`src/design/hrbp_pkg.sv`:
```
// shared types and constants for the http request byte parser
package hrbp_pkg;

   typedef struct packed {
      logic       cmd;
      logic [7:0] data_byte;
   } req_word_type;

   typedef struct packed {
      logic [7:0]  byte_echo;
      logic [3:0]  byte_kind;
      logic        token_end;
      logic [3:0]  ended_kind;
      logic [2:0]  method_code;
      logic [31:0] body_length;
      logic [1:0]  status;
   } rsp_word_type;

   // byte class flags computed by the front end
   typedef struct packed {
      logic restart;
      logic [7:0] data;
      logic is_cr;
      logic is_lf;
      logic is_blank;
      logic is_upper;
      logic is_digit;
      logic is_space;
   } cls_word_type;

   localparam logic [3:0] S_START = 4'd0;
   localparam logic [3:0] S_METHOD = 4'd1;
   localparam logic [3:0] S_BEFORE_URL = 4'd2;
   localparam logic [3:0] S_URL = 4'd3;
   localparam logic [3:0] S_QKEY = 4'd4;
   localparam logic [3:0] S_QVAL = 4'd5;
   localparam logic [3:0] S_BEFORE_PROTO = 4'd6;
   localparam logic [3:0] S_PROTO = 4'd7;
   localparam logic [3:0] S_BEFORE_VER = 4'd8;
   localparam logic [3:0] S_VER = 4'd9;
   localparam logic [3:0] S_HKEY = 4'd10;
   localparam logic [3:0] S_HVAL = 4'd11;
   localparam logic [3:0] S_BODY = 4'd12;
   localparam logic [3:0] S_DONE = 4'd13;
   localparam logic [3:0] S_BAD = 4'd14;

   localparam logic [3:0] K_NONE = 4'd0;
   localparam logic [3:0] K_METHOD = 4'd1;
   localparam logic [3:0] K_PATH = 4'd2;
   localparam logic [3:0] K_QKEY = 4'd3;
   localparam logic [3:0] K_QVAL = 4'd4;
   localparam logic [3:0] K_PROTO = 4'd5;
   localparam logic [3:0] K_VER = 4'd6;
   localparam logic [3:0] K_HNAME = 4'd7;
   localparam logic [3:0] K_HVAL = 4'd8;
   localparam logic [3:0] K_BODY = 4'd9;

   localparam logic [1:0] ST_BUSY = 2'd0;
   localparam logic [1:0] ST_DONE = 2'd1;
   localparam logic [1:0] ST_BAD = 2'd2;

   localparam int NAME_LEN = 14;

   function automatic logic [7:0] name_char(input logic [3:0] i);
      logic [7:0] c;
      case (i)
         4'd0: c = "C";
         4'd1: c = "o";
         4'd2: c = "n";
         4'd3: c = "t";
         4'd4: c = "e";
         4'd5: c = "n";
         4'd6: c = "t";
         4'd7: c = "-";
         4'd8: c = "L";
         4'd9: c = "e";
         4'd10: c = "n";
         4'd11: c = "g";
         4'd12: c = "t";
         4'd13: c = "h";
         default: c = 8'h00;
      endcase
      return c;
   endfunction

   function automatic logic [7:0] meth_char(input logic [2:0] m, input logic [2:0] i);
      logic [47:0] t;
      logic [7:0] c;
      case (m)
         3'd0: t = {"GET", 24'h0};
         3'd1: t = {"POST", 16'h0};
         3'd2: t = {"HEAD", 16'h0};
         3'd3: t = {"PUT", 24'h0};
         3'd4: t = "DELETE";
         default: t = 48'h0;
      endcase
      case (i)
         3'd0: c = t[47:40];
         3'd1: c = t[39:32];
         3'd2: c = t[31:24];
         3'd3: c = t[23:16];
         3'd4: c = t[15:8];
         3'd5: c = t[7:0];
         default: c = 8'h00;
      endcase
      return c;
   endfunction

   function automatic logic [2:0] meth_len(input logic [2:0] m);
      logic [2:0] n;
      case (m)
         3'd0: n = 3'd3;
         3'd1: n = 3'd4;
         3'd2: n = 3'd4;
         3'd3: n = 3'd3;
         3'd4: n = 3'd6;
         default: n = 3'd0;
      endcase
      return n;
   endfunction

endpackage

```
`src/design/hrbp_front.sv`:
```
// input stage: accepts words and classifies the byte
module hrbp_front (
   input  logic                  clock,
   input  logic                  reset,
   input  logic                  push,
   output logic                  full,
   input  hrbp_pkg::req_word_type req_word,
   output logic                  cls_valid,
   input  logic                  cls_ready,
   output hrbp_pkg::cls_word_type cls_word
);
   logic                  valid_ff, valid_in;
   hrbp_pkg::cls_word_type word_ff, word_in;
   logic [7:0]            c;

   assign c = req_word.data_byte;
   assign full = valid_ff && !cls_ready;
   assign cls_valid = valid_ff;
   assign cls_word = word_ff;

   always_comb begin
      valid_in = valid_ff;
      word_in = word_ff;
      if (!full) begin
         valid_in = push;
         word_in.restart = req_word.cmd;
         word_in.data = c;
         word_in.is_cr = c == 8'h0d;
         word_in.is_lf = c == 8'h0a;
         word_in.is_blank = c == 8'h20 || c == 8'h09;
         word_in.is_upper = c >= 8'h41 && c <= 8'h5a;
         word_in.is_digit = c >= 8'h30 && c <= 8'h39;
         word_in.is_space = c == 8'h20 || (c >= 8'h09 && c <= 8'h0d);
      end
   end

   always_ff @(posedge clock) begin
      if (reset) begin
         valid_ff <= 1'b0;
      end else begin
         valid_ff <= valid_in;
      end
      word_ff <= word_in;
   end
endmodule

```
`src/design/hrbp_back.sv`:
```
// parse state machine with output register
module hrbp_back #(
   parameter int LENGTH_BITS = 32,
   parameter int TOKEN_COUNT_BITS = 16
) (
   input  logic                   clock,
   input  logic                   reset,
   input  logic                   cls_valid,
   output logic                   cls_ready,
   input  hrbp_pkg::cls_word_type cls_word,
   output logic                   empty,
   input  logic                   pop,
   output hrbp_pkg::rsp_word_type rsp_word
);
   localparam logic [LENGTH_BITS-1:0] LEN_MAX = {LENGTH_BITS{1'b1}};
   localparam logic [TOKEN_COUNT_BITS-1:0] TOK_MAX = {TOKEN_COUNT_BITS{1'b1}};

   logic [3:0]                  state_ff, state_in;
   logic [TOKEN_COUNT_BITS-1:0] tok_ff, tok_in;
   logic [4:0]                  mm_ff, mm_in;
   logic [3:0]                  nidx_ff, nidx_in;
   logic                        nok_ff, nok_in;
   logic                        vlen_ff, vlen_in;
   logic                        dopen_ff, dopen_in;
   logic                        started_ff, started_in;
   logic                        neg_ff, neg_in;
   logic [LENGTH_BITS-1:0]      len_ff, len_in;
   logic [LENGTH_BITS-1:0]      body_ff, body_in;
   logic                        plf_ff, plf_in;
   logic                        ovalid_ff, ovalid_in;
   hrbp_pkg::rsp_word_type      out_ff, out_in;

   logic        take;
   logic [7:0]  c;
   logic [3:0]  kind, ended;
   logic        tend, grow;
   logic [2:0]  mcode;
   logic [LENGTH_BITS+3:0] len_x10;
   logic [LENGTH_BITS-1:0] body_inc;
   logic [31:0] len_out;

   assign cls_ready = !ovalid_ff || pop;
   assign take = cls_valid && cls_ready;
   assign empty = !ovalid_ff;
   assign rsp_word = out_ff;
   assign c = cls_word.data;
   assign len_x10 = {4'b0, len_ff} * (LENGTH_BITS + 4)'(10) + (LENGTH_BITS + 4)'(c - 8'h30);
   assign body_inc = (body_ff == LEN_MAX) ? body_ff : body_ff + 1'b1;

   always_comb begin
      state_in = state_ff; tok_in = tok_ff; mm_in = mm_ff; nidx_in = nidx_ff;
      nok_in = nok_ff; vlen_in = vlen_ff; dopen_in = dopen_ff;
      started_in = started_ff; neg_in = neg_ff; len_in = len_ff;
      body_in = body_ff; plf_in = plf_ff;
      kind = hrbp_pkg::K_NONE; ended = hrbp_pkg::K_NONE; tend = 1'b0;
      mcode = 3'd0; grow = 1'b0;
      if (cls_word.restart) begin
         state_in = hrbp_pkg::S_START; tok_in = '0; mm_in = 5'h1f; nidx_in = '0;
         nok_in = 1'b1; vlen_in = 1'b0; dopen_in = 1'b1; started_in = 1'b0;
         neg_in = 1'b0; len_in = '0; body_in = '0; plf_in = 1'b0;
      end else begin
         case (state_ff)
            hrbp_pkg::S_START, hrbp_pkg::S_METHOD: begin
               if (cls_word.is_upper) begin
                  for (int m = 0; m < 5; m++) begin
                     if (tok_ff >= TOKEN_COUNT_BITS'(hrbp_pkg::meth_len(3'(m)))
                         || hrbp_pkg::meth_char(3'(m), tok_ff[2:0]) != c)
                        mm_in[m] = 1'b0;
                  end
                  grow = 1'b1; kind = hrbp_pkg::K_METHOD;
                  state_in = hrbp_pkg::S_METHOD;
               end else if (state_ff == hrbp_pkg::S_START) begin
                  if (!(cls_word.is_cr || cls_word.is_lf || cls_word.is_blank))
                     state_in = hrbp_pkg::S_BAD;
               end else if (cls_word.is_blank) begin
                  for (int m = 4; m >= 0; m--) begin
                     if (mm_ff[m] && tok_ff == TOKEN_COUNT_BITS'(hrbp_pkg::meth_len(3'(m))))
                        mcode = 3'(m + 1);
                  end
                  tend = 1'b1; ended = hrbp_pkg::K_METHOD; tok_in = '0;
                  state_in = (mcode != 3'd0) ? hrbp_pkg::S_BEFORE_URL : hrbp_pkg::S_BAD;
               end else state_in = hrbp_pkg::S_BAD;
            end
            hrbp_pkg::S_BEFORE_URL: begin
               if (c == "/") begin
                  grow = 1'b1; kind = hrbp_pkg::K_PATH; state_in = hrbp_pkg::S_URL;
               end else if (!cls_word.is_blank) state_in = hrbp_pkg::S_BAD;
            end
            hrbp_pkg::S_URL: begin
               if (c == "?" || cls_word.is_blank) begin
                  tend = 1'b1; ended = hrbp_pkg::K_PATH; tok_in = '0;
                  state_in = (c == "?") ? hrbp_pkg::S_QKEY : hrbp_pkg::S_BEFORE_PROTO;
               end else begin
                  grow = 1'b1; kind = hrbp_pkg::K_PATH;
               end
            end
            hrbp_pkg::S_QKEY: begin
               if (c == "=") begin
                  tend = 1'b1; ended = hrbp_pkg::K_QKEY; tok_in = '0;
                  state_in = hrbp_pkg::S_QVAL;
               end else if (cls_word.is_blank || cls_word.is_cr || cls_word.is_lf)
                  state_in = hrbp_pkg::S_BAD;
               else begin
                  grow = 1'b1; kind = hrbp_pkg::K_QKEY;
               end
            end
            hrbp_pkg::S_QVAL: begin
               if (c == "&" || cls_word.is_blank) begin
                  tend = 1'b1; ended = hrbp_pkg::K_QVAL; tok_in = '0;
                  state_in = (c == "&") ? hrbp_pkg::S_QKEY : hrbp_pkg::S_BEFORE_PROTO;
               end else begin
                  grow = 1'b1; kind = hrbp_pkg::K_QVAL;
               end
            end
            hrbp_pkg::S_BEFORE_PROTO: begin
               if (cls_word.is_upper) begin
                  grow = 1'b1; kind = hrbp_pkg::K_PROTO; state_in = hrbp_pkg::S_PROTO;
               end else if (!cls_word.is_blank) state_in = hrbp_pkg::S_BAD;
            end
            hrbp_pkg::S_PROTO: begin
               if (c == "/") begin
                  tend = 1'b1; ended = hrbp_pkg::K_PROTO; tok_in = '0;
                  state_in = hrbp_pkg::S_BEFORE_VER;
               end else if (cls_word.is_upper) begin
                  grow = 1'b1; kind = hrbp_pkg::K_PROTO;
               end else state_in = hrbp_pkg::S_BAD;
            end
            hrbp_pkg::S_BEFORE_VER: begin
               if (cls_word.is_digit) begin
                  grow = 1'b1; kind = hrbp_pkg::K_VER; state_in = hrbp_pkg::S_VER;
               end else state_in = hrbp_pkg::S_BAD;
            end
            hrbp_pkg::S_VER: begin
               if (cls_word.is_cr) begin
                  tend = 1'b1; ended = hrbp_pkg::K_VER; tok_in = '0;
                  state_in = hrbp_pkg::S_HKEY;
               end else if (cls_word.is_digit || c == ".") begin
                  grow = 1'b1; kind = hrbp_pkg::K_VER;
               end else state_in = hrbp_pkg::S_BAD;
            end
            hrbp_pkg::S_HKEY: begin
               if (cls_word.is_lf) begin
               end else if (cls_word.is_cr) begin
                  if (tok_ff == '0) begin
                     if (len_ff != '0 && !neg_ff) begin
                        state_in = hrbp_pkg::S_BODY; plf_in = 1'b1;
                     end else state_in = hrbp_pkg::S_DONE;
                  end else state_in = hrbp_pkg::S_BAD;
               end else if (c == ":") begin
                  tend = 1'b1; ended = hrbp_pkg::K_HNAME; tok_in = '0;
                  vlen_in = nok_ff && nidx_ff == 4'(hrbp_pkg::NAME_LEN);
                  if (vlen_in) begin
                     len_in = '0; neg_in = 1'b0; started_in = 1'b0; dopen_in = 1'b1;
                  end
                  nidx_in = '0; nok_in = 1'b1; state_in = hrbp_pkg::S_HVAL;
               end else begin
                  if (nidx_ff < 4'(hrbp_pkg::NAME_LEN) && hrbp_pkg::name_char(nidx_ff) == c)
                     nidx_in = nidx_ff + 4'd1;
                  else nok_in = 1'b0;
                  grow = 1'b1; kind = hrbp_pkg::K_HNAME;
               end
            end
            hrbp_pkg::S_HVAL: begin
               if (tok_ff == '0 && cls_word.is_blank) begin
               end else if (cls_word.is_cr) begin
                  tend = 1'b1; ended = hrbp_pkg::K_HVAL; tok_in = '0;
                  vlen_in = 1'b0; state_in = hrbp_pkg::S_HKEY;
               end else begin
                  if (vlen_ff && dopen_ff) begin
                     if (!started_ff && cls_word.is_space) begin
                     end else if (!started_ff && (c == "+" || c == "-")) begin
                        started_in = 1'b1; neg_in = c == "-";
                     end else if (cls_word.is_digit) begin
                        started_in = 1'b1;
                        len_in = (len_x10[LENGTH_BITS+3:LENGTH_BITS] != 4'd0)
                                 ? LEN_MAX : len_x10[LENGTH_BITS-1:0];
                     end else dopen_in = 1'b0;
                  end
                  grow = 1'b1; kind = hrbp_pkg::K_HVAL;
               end
            end
            hrbp_pkg::S_BODY: begin
               plf_in = 1'b0;
               if (!(plf_ff && cls_word.is_lf)) begin
                  kind = hrbp_pkg::K_BODY; body_in = body_inc;
                  if (body_inc >= len_ff) begin
                     tend = 1'b1; ended = hrbp_pkg::K_BODY; state_in = hrbp_pkg::S_DONE;
                  end
               end
            end
            default: begin
            end
         endcase
         if (grow && tok_ff != TOK_MAX) tok_in = tok_ff + 1'b1;
      end
   end

   always_comb begin
      len_out = 32'(len_in);
      out_in = out_ff;
      ovalid_in = ovalid_ff && !pop;
      if (take) begin
         ovalid_in = 1'b1;
         out_in.byte_echo = c;
         out_in.byte_kind = kind;
         out_in.token_end = tend;
         out_in.ended_kind = ended;
         out_in.method_code = mcode;
         out_in.body_length = neg_in ? 32'd0 : len_out;
         out_in.status = (state_in == hrbp_pkg::S_DONE) ? hrbp_pkg::ST_DONE :
                         (state_in == hrbp_pkg::S_BAD) ? hrbp_pkg::ST_BAD : hrbp_pkg::ST_BUSY;
      end
   end

   always_ff @(posedge clock) begin
      if (reset) begin
         state_ff <= hrbp_pkg::S_START; tok_ff <= '0; mm_ff <= 5'h1f; nidx_ff <= '0;
         nok_ff <= 1'b1; vlen_ff <= 1'b0; dopen_ff <= 1'b1; started_ff <= 1'b0;
         neg_ff <= 1'b0; len_ff <= '0; body_ff <= '0; plf_ff <= 1'b0;
         ovalid_ff <= 1'b0;
      end else begin
         if (take) begin
            state_ff <= state_in; tok_ff <= tok_in; mm_ff <= mm_in; nidx_ff <= nidx_in;
            nok_ff <= nok_in; vlen_ff <= vlen_in; dopen_ff <= dopen_in;
            started_ff <= started_in; neg_ff <= neg_in; len_ff <= len_in;
            body_ff <= body_in; plf_ff <= plf_in;
         end
         ovalid_ff <= ovalid_in;
      end
      out_ff <= out_in;
   end
endmodule

```
`src/design/http_request_byte_parser_top.sv`:
```
// top level of the http request byte parser
// path: a request word is registered in the front stage, then parsed and registered in the output stage
// throughput: one word per cycle while pop keeps draining the output register; a stall on pop holds the front stage
// reset: synchronous active-high reset clears the parser to its start state
// and empties both internal stages
module http_request_byte_parser_top #(
   parameter int LENGTH_BITS = 32,
   parameter int TOKEN_COUNT_BITS = 16
) (
   input  logic                   clock,
   input  logic                   reset,
   input  logic                   push,
   output logic                   full,
   input  hrbp_pkg::req_word_type req_word,
   output logic                   empty,
   input  logic                   pop,
   output hrbp_pkg::rsp_word_type rsp_word
);
   logic                   cls_valid, cls_ready;
   hrbp_pkg::cls_word_type cls_word;

   hrbp_front u_front (
      .clock(clock), .reset(reset), .push(push), .full(full), .req_word(req_word),
      .cls_valid(cls_valid), .cls_ready(cls_ready), .cls_word(cls_word)
   );

   hrbp_back #(.LENGTH_BITS(LENGTH_BITS), .TOKEN_COUNT_BITS(TOKEN_COUNT_BITS)) u_back (
      .clock(clock), .reset(reset), .cls_valid(cls_valid), .cls_ready(cls_ready),
      .cls_word(cls_word), .empty(empty), .pop(pop), .rsp_word(rsp_word)
   );
endmodule

```
`config.mk`:
```
export PLATFORM = sky130hd
export DESIGN_NAME = http_request_byte_parser_top
export DESIGN_NICKNAME = d
export VERILOG_FILES = /design/src/design/hrbp_pkg.sv /design/src/design/hrbp_front.sv /design/src/design/hrbp_back.sv /design/src/design/http_request_byte_parser_top.sv
export SDC_FILE = /design/constraint.sdc
export NUM_CORES = 1
export LEC_CHECK = 0
export ABC_AREA = 0
export BUFFER_PORTS_ARGS = -buffer_cell sky130_fd_sc_hd__buf_2
export CORE_AREA = 2 2 193 195
export DETAILED_ROUTE_END_ITERATION = 16
export DIE_AREA = 0 0 195 197
export GPL_TIMING_DRIVEN = 1
export PLACE_DENSITY = 0.67
export SYNTH_ARGS = -nofsm -noshare
export SYNTH_HDL_FRONTEND = slang
export SYNTH_SLANG_ARGS = --single-unit
```
`constraint.sdc`:
```
create_clock -name clock -period 6.2 [get_ports clock]
set_input_delay 0.62 -clock clock [delete_from_list [all_inputs] [get_ports clock]]
set_output_delay 0.62 -clock clock [all_outputs]
set_load 0.03 [all_outputs]
```
# Yosys cells after proc, flatten, opt, wreduce, memory -nomap -nowiden
# Memory sizes are Yosys's and may differ from the RTL's. A register that Yosys moved wholly into a read port is not among the register bits.
# Cells that the tools add are included.
# totals
ff_bits,170
rom_bits,112
mem_bits_rw,0
mem_count,1
latchBits,0
word_cells,461
output_inout_bits,56
# mem_list
name,depth,width,read_ports,rd_clocked_by_memory_dff,write_ports,line_no,rtl
(name not given),16,7,1,1,0,hrbp_pkg.sv:66,case (i)
# op_classes
muxes,258
addsub,5
mul,1
eq_ne,73
n_shift,0
bitwise,2
n_reduce_logical,77
magnitude_cmp,11
n_div,0
# ops
operator,n
two-way mux 32 bit,16
two-way mux 16 bit,14
two-way mux 4 bit,48
two-way mux 8 bit,20
two-way mux 3 bit,44
case mux 16 bit (8 select lines),1
case mux 4 bit (12 select lines),2
two-way mux 1 bit,87
case mux 7 bit (4 select lines),3
"== test 8 x 6 -> 1 bit, second input constant",9
case mux 32 bit (2 select lines),1
== test 16 x 3 -> 1 bit,3
>= comparator 16 x 3 -> 1 bit,3
case mux 7 bit (3 select lines),2
inequality test 8 bit,5
adder 36 bit,1
case mux 4 bit (9 select lines),1
"multiplier 32 x 3 -> 35 bit, second input constant",1
"adder 32 x 1 -> 32 bit, second input constant",1
"== test 32 bit, second input constant",1
"== test 4 bit, second input constant",8
>= comparator 32 bit,1
nonzero test 32 bit,1
"inequality test 3 bit, second input constant",9
other kinds (52),145

# Depth between registers and ports, before layout
# Gate-level depths: netlist of run 1.
# depth
depth_word,26
ltp_mapped,28

# Cells and area by module
# A second synthesis of run 1 with hierarchy kept.
# unflattened
hier_cells,1814
area_unflattened_um2,14584.0
# modules_own_cells
module,area_each_um2,n_inst,cells_each
hrbp_back,13950.9,1,1771
hrbp_front,633.1,1,43

# Worst setup path before layout of run 1
# OpenSTA, ideal clock, no wires.
# synth_path
path_type,register -> register
from,reg u_back.len_ff[1]
to,reg u_back.out_ff (netlist bit u_back.rsp_word[6]) (data pin)
period_less_slack_ns,5.870
required_time_ns,5.936
stages_incl_launch_ff,29
path_slack_ns,0.330
t_arrival_ns,5.606
setup_time_ns,0.264
cell_sequence,dfxtp_1 ha_1 ha_1 inv_1 fa_1 nor2b_1 o21ai_0 a21boi_0 o221a_2 a31oi_1 a21oi_1 or4_1 a31o_2 a21oi_1 xnor2_1 ha_1 clkbuf_1 and4_1 and3_1 nand2_1 o22ai_1 or3_1 mux2i_1 a32o_1 or3_4 buf_6 buf_6 o31ai_1 o21ai_1
# synth_between
elab_chain_len,12
# synth_lines
item,line_no,rtl
from (decl),hrbp_back.sv:27,"logic [LENGTH_BITS-1:0] len_ff, len_in;"
from (signal assigned),hrbp_back.sv:225,started_ff <= started_in; neg_ff <= neg_in; len_ff <= len_in;
multiplier 32 x 3 -> 35 bit *,hrbp_back.sv:47,"assign len_x10 = {4'b0, len_ff} * (LENGTH_BITS + 4)'(10) + (LENGTH_BITS + 4)'(c - 8'h30);"
adder 36 bit *,hrbp_back.sv:47,
nonzero test 4 bit,hrbp_back.sv:175,len_in = (len_x10[LENGTH_BITS+3:LENGTH_BITS] != 4'd0)
two-way mux 32 bit *,hrbp_back.sv:176,? LEN_MAX : len_x10[LENGTH_BITS-1:0];
two-way mux 32 bit *,hrbp_back.sv:173,end else if (cls_word.is_digit) begin
two-way mux 32 bit *,hrbp_back.sv:171,"end else if (!started_ff && (c == ""+"" || c == ""-"")) begin"
two-way mux 32 bit *,hrbp_back.sv:170,if (!started_ff && cls_word.is_space) begin
two-way mux 32 bit *,hrbp_back.sv:169,if (vlen_ff && dopen_ff) begin
two-way mux 32 bit *,hrbp_back.sv:165,end else if (cls_word.is_cr) begin
two-way mux 32 bit *,hrbp_back.sv:164,if (tok_ff == '0 && cls_word.is_blank) begin
case mux 32 bit (2 select lines) *,hrbp_back.sv:62,case (state_ff)
two-way mux 32 bit *,hrbp_back.sv:57,if (cls_word.restart) begin
to (signal assigned),hrbp_back.sv:230,out_ff <= out_in;
to (decl),hrbp_back.sv:31,"hrbp_pkg::rsp_word_type out_ff, out_in;"
# Every way passes the cells marked *; elsewhere a longest branch is shown, timed or not.
# A chain may end at the register's enable or synchronous reset.

# Final worst setup path of run 1
# layout_path
from,reg u_back.len_ff[9]
to,reg u_back.out_ff (netlist bit u_back.rsp_word[24]) (data pin)
# Same word-level chain as after synthesis.

==> impl_metrics.json, run 1 <==
{
  "status": "finished clean",
  "cts_tree": "built",
  "setup_slack_ns": 0.190,
  "area_growth_pct": 11.5,
  "io_pins": 69,
  "slew_violations": 0,
  "num_vias": 13750,
  "hold_depth": 1,
  "synth_fp_nets": 1976,
  "root_buffer": "clkbuf_16",
  "cp_data_required_time_ns": 6.40,
  "arrival_ns": 6.21,
  "synth_top_flop_cell": "dfxtp_1",
  "hpwl_mm": 32.4,
  "routedWlPerCell_um": 18.5,
  "layout.cells.non_filler": 2343,
  "synth_area_um2": 14400,
  "dp_slack_ns": -0.239,
  "worstSetupPathType": "reg2reg",
  "dp.cells": 2305,
  "syn_avg_cell_area_um2": 7.91,
  "relSlewSlack_pct": 16.9,
  "rows": 70,
  "path_clk_slew_ns": 0.08,
  "cts_max_level": 4,
  "drive_gt1_share_pct": 10.6,
  "initial_utilization_pct": 39.7,
  "drc_errors": 0,
  "synth.area.mux_share_pct": 0.426,
  "switching_share_pct": 29.4,
  "synth_top_family_by_area": "simple AND/OR/NAND/NOR gates",
  "clk_latency_ns": 0.47,
  "cts.sinks": 177,
  "io_buffers": 68,
  "grt_pass1_vias": 12973,
  "dieArea_um2": 38400,
  "grt_pass1_wl_mm": 68.4,
  "pwr_density_cell_nw_per_um2": 168,
  "fp.coreArea_um2": 36300,
  "fin_crit_ns": 6.01,
  "synth-xor-area-share_pct": 6.15,
  "synthAdderAreaFrac_pct": 12.7,
  "vias_per_cell": 5.87,
  "ir_drop_uv": 206,
  "worst_hold_startpoint": "req_word[8]",
  "drt_iter0_markers": 1197,
  "hold_class": "in2reg",
  "worstSetupStartpointType": "flop",
  "p_int_mw": 1.90,
  "yosys_warnings": 0,
  "power.leakage_nw": 6.70,
  "die_height_um": 197,
  "setup_viol": 0,
  "finish.utilization_pct": 44.2,
  "fmax_mhz": 166,
  "timing.rr.end": "u_back.rsp_word[24]$_SDFFCE_PP0P_",
  "yosysUniqueCellTypes": 89,
  "grt_max_degree": 65,
  "seq_area_frac_synth_pct": 29.4,
  "holdPathEnd": "u_front.cls_word[14]$_DFFE_PN_",
  "finalWirelength_mm": 43.4,
  "numCtsBuffers": 17,
  "synth-compound-area-share_pct": 22.2,
  "track_usage_pct": 22.4,
  "antenna_left": 0,
  "power.share.combinational_pct": 10.9,
  "skew_ns": 0.0170,
  "grt_overflow": 0,
  "crit_fanout": 7,
  "hold_ws_ns": 0.321,
  "synth_simple_gate_area_share_pct": 24.2,
  "antenna_found_initial": 1,
  "synth_edf_count": 69,
  "p_seq_share_pct": 46.9,
  "cts_buffer_depth": 2,
  "async_flop_share_pct": 0,
  "ys_seq_elements": 177,
  "post-route-period-util_pct": 96.9,
  "p_sw_mw": 0.792,
  "syn_inst": 1818,
  "r2r-start": "u_back.len_ff[9]$_SDFFE_PP0P_",
  "routabilityCongestion": 0.959,
  "drt_pass1_iterations": 8,
  "tightest_slew_ns": 1.25,
  "r2r_cells": 22,
  "r2r_setup_slack_ns": 0.19,
  "finalHoldViolations": 0,
  "die_x_um": 195,
  "cap_violations": 0,
  "pwr-share-clk_pct": 42.2,
  "cp-end-kind": "flop",
  "layout.nets": 2019
}
## cell type report
cell class	instances	area, um^2
diodes	1	2.50
clock buffers	17	425
clock inverters	15	188
fillers	3677	20200
inverters	80	300
multi-input cells	1473	9620
flip-flops and latches	177	4240
well taps	468	586
repair buffers	112	671
## how the worst max path moves through the flow
stage / from / endpoint / slack [ns] / cells past startpoint
3_3_place_gp: u_back.len_ff[3]$_SDFFE_PP0P_ / u_back.rsp_word[30]$_SDFFCE_PP0P_ / -0.09 / 24
6_report: u_back.len_ff[9]$_SDFFE_PP0P_ / u_back.rsp_word[24]$_SDFFCE_PP0P_ / 0.19 / 22
4_1_cts: u_back.len_ff[3]$_SDFFE_PP0P_ / u_back.rsp_word[30]$_SDFFCE_PP0P_ / 0.03 / 25
3_5_place_dp: u_back.len_ff[3]$_SDFFE_PP0P_ / u_back.rsp_word[30]$_SDFFCE_PP0P_ / -0.24 / 24
2_1_floorplan: u_back.len_ff[1]$_SDFFE_PP0P_ / u_back.rsp_word[6]$_SDFFCE_PP0P_ / 0.33 / 28
5_1_grt: u_back.len_ff[9]$_SDFFE_PP0P_ / u_back.rsp_word[24]$_SDFFCE_PP0P_ / -0.001 / 24
## per-stage QoR
| stage | instance area (um^2) | power, mW | TNS, ns |
|---|---|---|---|
| after detailed placement | 15200 | 1.57 | -4.51 |
| after floorplan | 14400 | 1.48 | 0 |
| after global routing | 16000 | 2.79 | -0.00125 |
| after global placement | 15200 | 1.57 | -0.116 |
| final | 16000 | 2.69 | 0 |
| after CTS | 15900 | 2.70 | 0 |
## power by group through the flow
stage          Clock [mW]  Sequential, mW  Combinational, mW
2_1_floorplan           0            1.30              0.182
3_3_place_gp            0            1.29              0.281
3_5_place_dp            0            1.29              0.284
4_1_cts              1.16            1.26              0.285
5_1_grt              1.21            1.27              0.319
6_report             1.13            1.26              0.294
## layer usage
metal	vias up	part of all wire [%]	global-route usage [%]
li1	6712	-	-
met1	6548	44	29.0
met2	428	48	37.7
met3	60	5.4	3.70
met4	2	2.5	8.06
met5	-	0.030	0
## cell families (layout without fill, tap and decap cells)
group | after synthesis | after routing
flip-flops | 177 | 177
XOR/XNOR | 101 | 101
adder cells (fa/ha/maj) | 145 | 145
multiplexers | 6 | 6
buffers and inverters | 169 | 224
other | 0 | 1
AO/OA/AOI/OAI | 515 | 515
AND/OR/NAND/NOR | 705 | 706
## synthesized netlist by cell type (9+ instances only)
cell / instances / share of area [%]
nand2_1: 196 / 5.1
nor2_1: 186 / 4.9
o21ai_0: 162 / 5.6
ha_1: 143 / 12
a21oi_1: 140 / 4.9
dfxtp_1: 108 / 15
inv_1: 80 / 2.1
edfxtp_1: 69 / 14
clkbuf_1: 62 / 1.6
xnor2_1: 60 / 3.7
nand3_1: 49 / 1.7
xor2_1: 41 / 2.5
nor3_1: 39 / 1.4
a21o_1: 38 / 2.0
nand4_1: 33 / 1.4
and3_1: 31 / 1.3
nor4_1: 28 / 1.2
nand2b_1: 25 / 1.1
nor2b_1: 24 / 1.0
a31oi_1: 21 / 0.91
and2_1: 21 / 0.91
or3_1: 16 / 0.70
o211ai_1: 13 / 0.68
o21a_1: 13 / 0.68
buf_2: 12 / 0.42
nand4b_1: 12 / 0.73
a22oi_1: 11 / 0.57
o21ai_1: 11 / 0.38
o31ai_1: 11 / 0.57
and4_1: 10 / 0.61
a211oi_1: 9 / 0.47
## flip-flops by register name (all words and copies together) (netlist names), 4 cells and up, named ones only
register,count
u_back.tok_ff,16
u_back.rsp_word,54
u_back.state_ff,4
u_back.body_ff,32
u_front.cls_word,15
u_back.nidx_ff,4
u_back.mm_ff,5
u_back.len_ff,32
## worst max-delay path: stages (launching register included)
cell	delay [ns]
dfxtp_1	0.44
ha_1	0.27
ha_1	0.28
or4_1	0.56
o221a_4	0.28
a31oi_4	0.22
a21oi_4	0.11
or4_1	0.44
a31o_2	0.25
a21oi_1	0.17
xnor2_1	0.14
ha_1	0.26
and4_1	0.22
and3_1	0.19
nand2_1	0.07
o22ai_1	0.07
or3_1	0.35
mux2i_1	0.14
a32o_1	0.27
or3_4	0.45
buf_4	0.19
o32ai_1	0.25
o21ai_0	0.13
## what timing repair did
item,4_1_cts,5_1_grt
cloned,0,1
setup endpoints to repair,48,63
endpoints found under the hold margin,0,0
hold buffers,0,0
setup buffers,0,4
pin swaps,0,7
gates resized for setup,4,40
## layout by cell type, fill, tap and decap left out, drive strengths merged, types with 39 or more instances in the layout
cell    count
nand2     196
nor2      186
o21ai     174
ha        143
a21oi     142
buf       112
dfxtp     108
inv        87
edfxtp     69
xnor2      60
nand3      49
xor2       41
nor3       39
Note: power is estimated with default switching activity, not from simulation.
==> run 2, diff against run 1 <==
CELL_PAD_IN_SITES_DETAIL_PLACEMENT = 2   (was not set)
CELL_PAD_IN_SITES_GLOBAL_PLACEMENT = 2   (was not set)
CORE_AREA = 2 2 209 211   (was 2 2 193 195)
DIE_AREA = 0 0 211 213   (was 0 0 195 197)
PLACE_DENSITY = 0.85   (was 0.67)
==> run 2 against run 1 <==
Net effect: via count increased by 4.8%; first-iteration DRC count is 36% lower; non-clock buffer count up 17; largest cell class unchanged; clock-buffer cell count unchanged; clock skew is essentially flat; sequential share of layout area decreased by 0.31 points; sequential power hardly changed; combinational power up 7.8%; die area up 17%; power increased by 1.3%; largest power group unchanged; critical path depth is 4 higher; critical endpoint is now u_back.rsp_word[30]$_SDFFCE_PP0P_.
==> impl_metrics.json, run 2 (same netlist as run 1, synthesis figures left out) <==
{
  "fp.coreArea_um2": 42700,
  "relSlewSlack_pct": 16.1,
  "skew_ns": 0.0166,
  "cap_violations": 0,
  "io_pins": 69,
  "layout.cells.non_filler": 2437,
  "fmax_mhz": 167,
  "cts_buffer_depth": 2,
  "root_buffer": "clkbuf_16",
  "numCtsBuffers": 17,
  "pwr_density_cell_nw_per_um2": 168,
  "cp-end-kind": "flop",
  "rows": 76,
  "die_x_um": 211,
  "routabilityCongestion": 0.916,
  "tightest_slew_ns": 1.26,
  "cp_data_required_time_ns": 6.46,
  "finalHoldViolations": 0,
  "antenna_left": 0,
  "track_usage_pct": 25.1,
  "io_buffers": 68,
  "cts_max_level": 4,
  "worstSetupPathType": "reg2reg",
  "setup_viol": 0,
  "area_growth_pct": 12.8,
  "n_antenna_cell": 0,
  "arrival_ns": 6.25,
  "antenna_found_initial": 0,
  "crit_fanout": 8,
  "setup_slack_ns": 0.208,
  "layout_commonest_cell": "nand2_1",
  "hpwl_mm": 41.8,
  "hold_ws_ns": 0.286,
  "initial_utilization_pct": 33.7,
  "routedWlPerCell_um": 22.8,
  "path_clk_slew_ns": 0.09,
  "largest_reg_flops": 54,
  "worstSetupStartpointType": "flop",
  "dieArea_um2": 44900,
  "cts_tree": "built",
  "drt_iter0_markers": 769,
  "die_height_um": 213,
  "vias_per_cell": 5.92,
  "drt_pass1_iterations": 4,
  "post-route-period-util_pct": 96.6,
  "clk_latency_ns": 0.52,
  "grt_overflow": 0,
  "grt_max_degree": 64,
  "drive_gt1_share_pct": 11.5,
  "cts.sinks": 177,
  "slew_violations": 0,
  "dp_slack_ns": -0.223,
  "fin_crit_ns": 5.99,
  "finalWirelength_mm": 55.7,
  "final_area_um2": 16200,
  "final_cell_mix": "nand2_1 (196), nor2_1 (179), o21ai_0 (157)",
  "ir_drop_uv": 194,
  "power.leakage_nw": 6.75,
  "dp.cells": 2399,
  "layout.nets": 2036,
  "place_area_um2": 15400,
  "power_mw": 2.73,
  "status": "finished clean",
  "num_vias": 14415,
  "hold_class": "in2reg",
  "grt_pass1_vias": 15536,
  "grt_pass1_wl_mm": 87.6,
  "drc_errors": 0
}
[run 2: cell count changes in the layout (fill, tap and decap cells not counted), moves of 3 or more]
cell / before / now
nor2_2: 4 / 7
nor2_1: 182 / 179
buf_4: 44 / 59
a21oi_2: 3 / 6
[run 2: timing repair]
item / 4_1_cts / 5_1_grt
setup endpoints to repair: 59 / 63
pin swaps: 0 / 7
setup buffers: 0 / 5
gates cloned: 0 / 1
gates resized for setup: 8 / 38
hold buffers: 0 / 0
[run 2: worst paths after layout]
| check | cells after the start | slack [ns] | from | endpoint |
|---|---|---|---|---|
| setup reg to reg | 26 | 0.21 | u_back.len_ff[5]$_SDFFE_PP0P_ | u_back.rsp_word[30]$_SDFFCE_PP0P_ |
| setup / recovery | 26 | 0.21 | u_back.len_ff[5]$_SDFFE_PP0P_ | u_back.rsp_word[30]$_SDFFCE_PP0P_ |
| hold reg to reg | 2 | 0.49 | u_back.body_ff[12]$_SDFFE_PP0P_ | u_back.body_ff[12]$_SDFFE_PP0P_ |
| hold / removal | 1 | 0.29 | req_word[8] | u_front.cls_word[14]$_DFFE_PN_ |
[run 2: per-stage QoR]
step | setup TNS [ns] | utilization (%)
after floorplan | 0 | -
after global placement | -0.0146 | 36.2
after detailed placement | -3.77 | 36.2
after CTS | 0 | 37.6
after global routing | -0.161 | 38.0
final | 0 | 38.0
[run 2: critical path, cell delays in order (launching register included)]
cell	delay (ns)
dfxtp_1	0.34
buf_4	0.17
ha_1	0.30
ha_1	0.24
buf_4	0.17
nor4_2	0.27
o21ai_1	0.11
buf_4	0.18
nand4b_1	0.10
o211ai_1	0.19
nand3_1	0.19
a21boi_2	0.09
a21o_1	0.22
a21oi_2	0.17
o21ai_1	0.11
xnor2_1	0.15
ha_1	0.36
and4_1	0.23
nor2b_1	0.14
o21a_1	0.18
o21ai_0	0.15
nand2b_1	0.08
or3_1	0.34
a32o_2	0.26
or3_4	0.47
o41ai_2	0.41
a21oi_1	0.12
[run 2: final cells by class]
type / count / area, um^2
Clock buffer: 17 / 425
Clock inverter: 15 / 166
Inverter: 80 / 300
Timing Repair Buffer: 129 / 806
Tap cell: 546 / 683
Multi-Input combinational cell: 1473 / 9600
Fill cell: 4922 / 26500
Sequential cell: 177 / 4240
[run 2: power by group]
part           leakage [nW]  internal (mW)  switching [mW]
registers              1.53           1.23          0.0328
logic                  4.94         0.0927           0.224
clock network         0.281          0.538           0.607
total                  6.75           1.86           0.863
[run 2: routing by layer]
metal,part of all wire (%),track usage [%],vias to the layer above
met3,3.8,4.56,112
met2,48,43.2,293
met5,0,0,-
li1,-,-,6749
met4,3.9,11.5,0
met1,44,30.6,7261
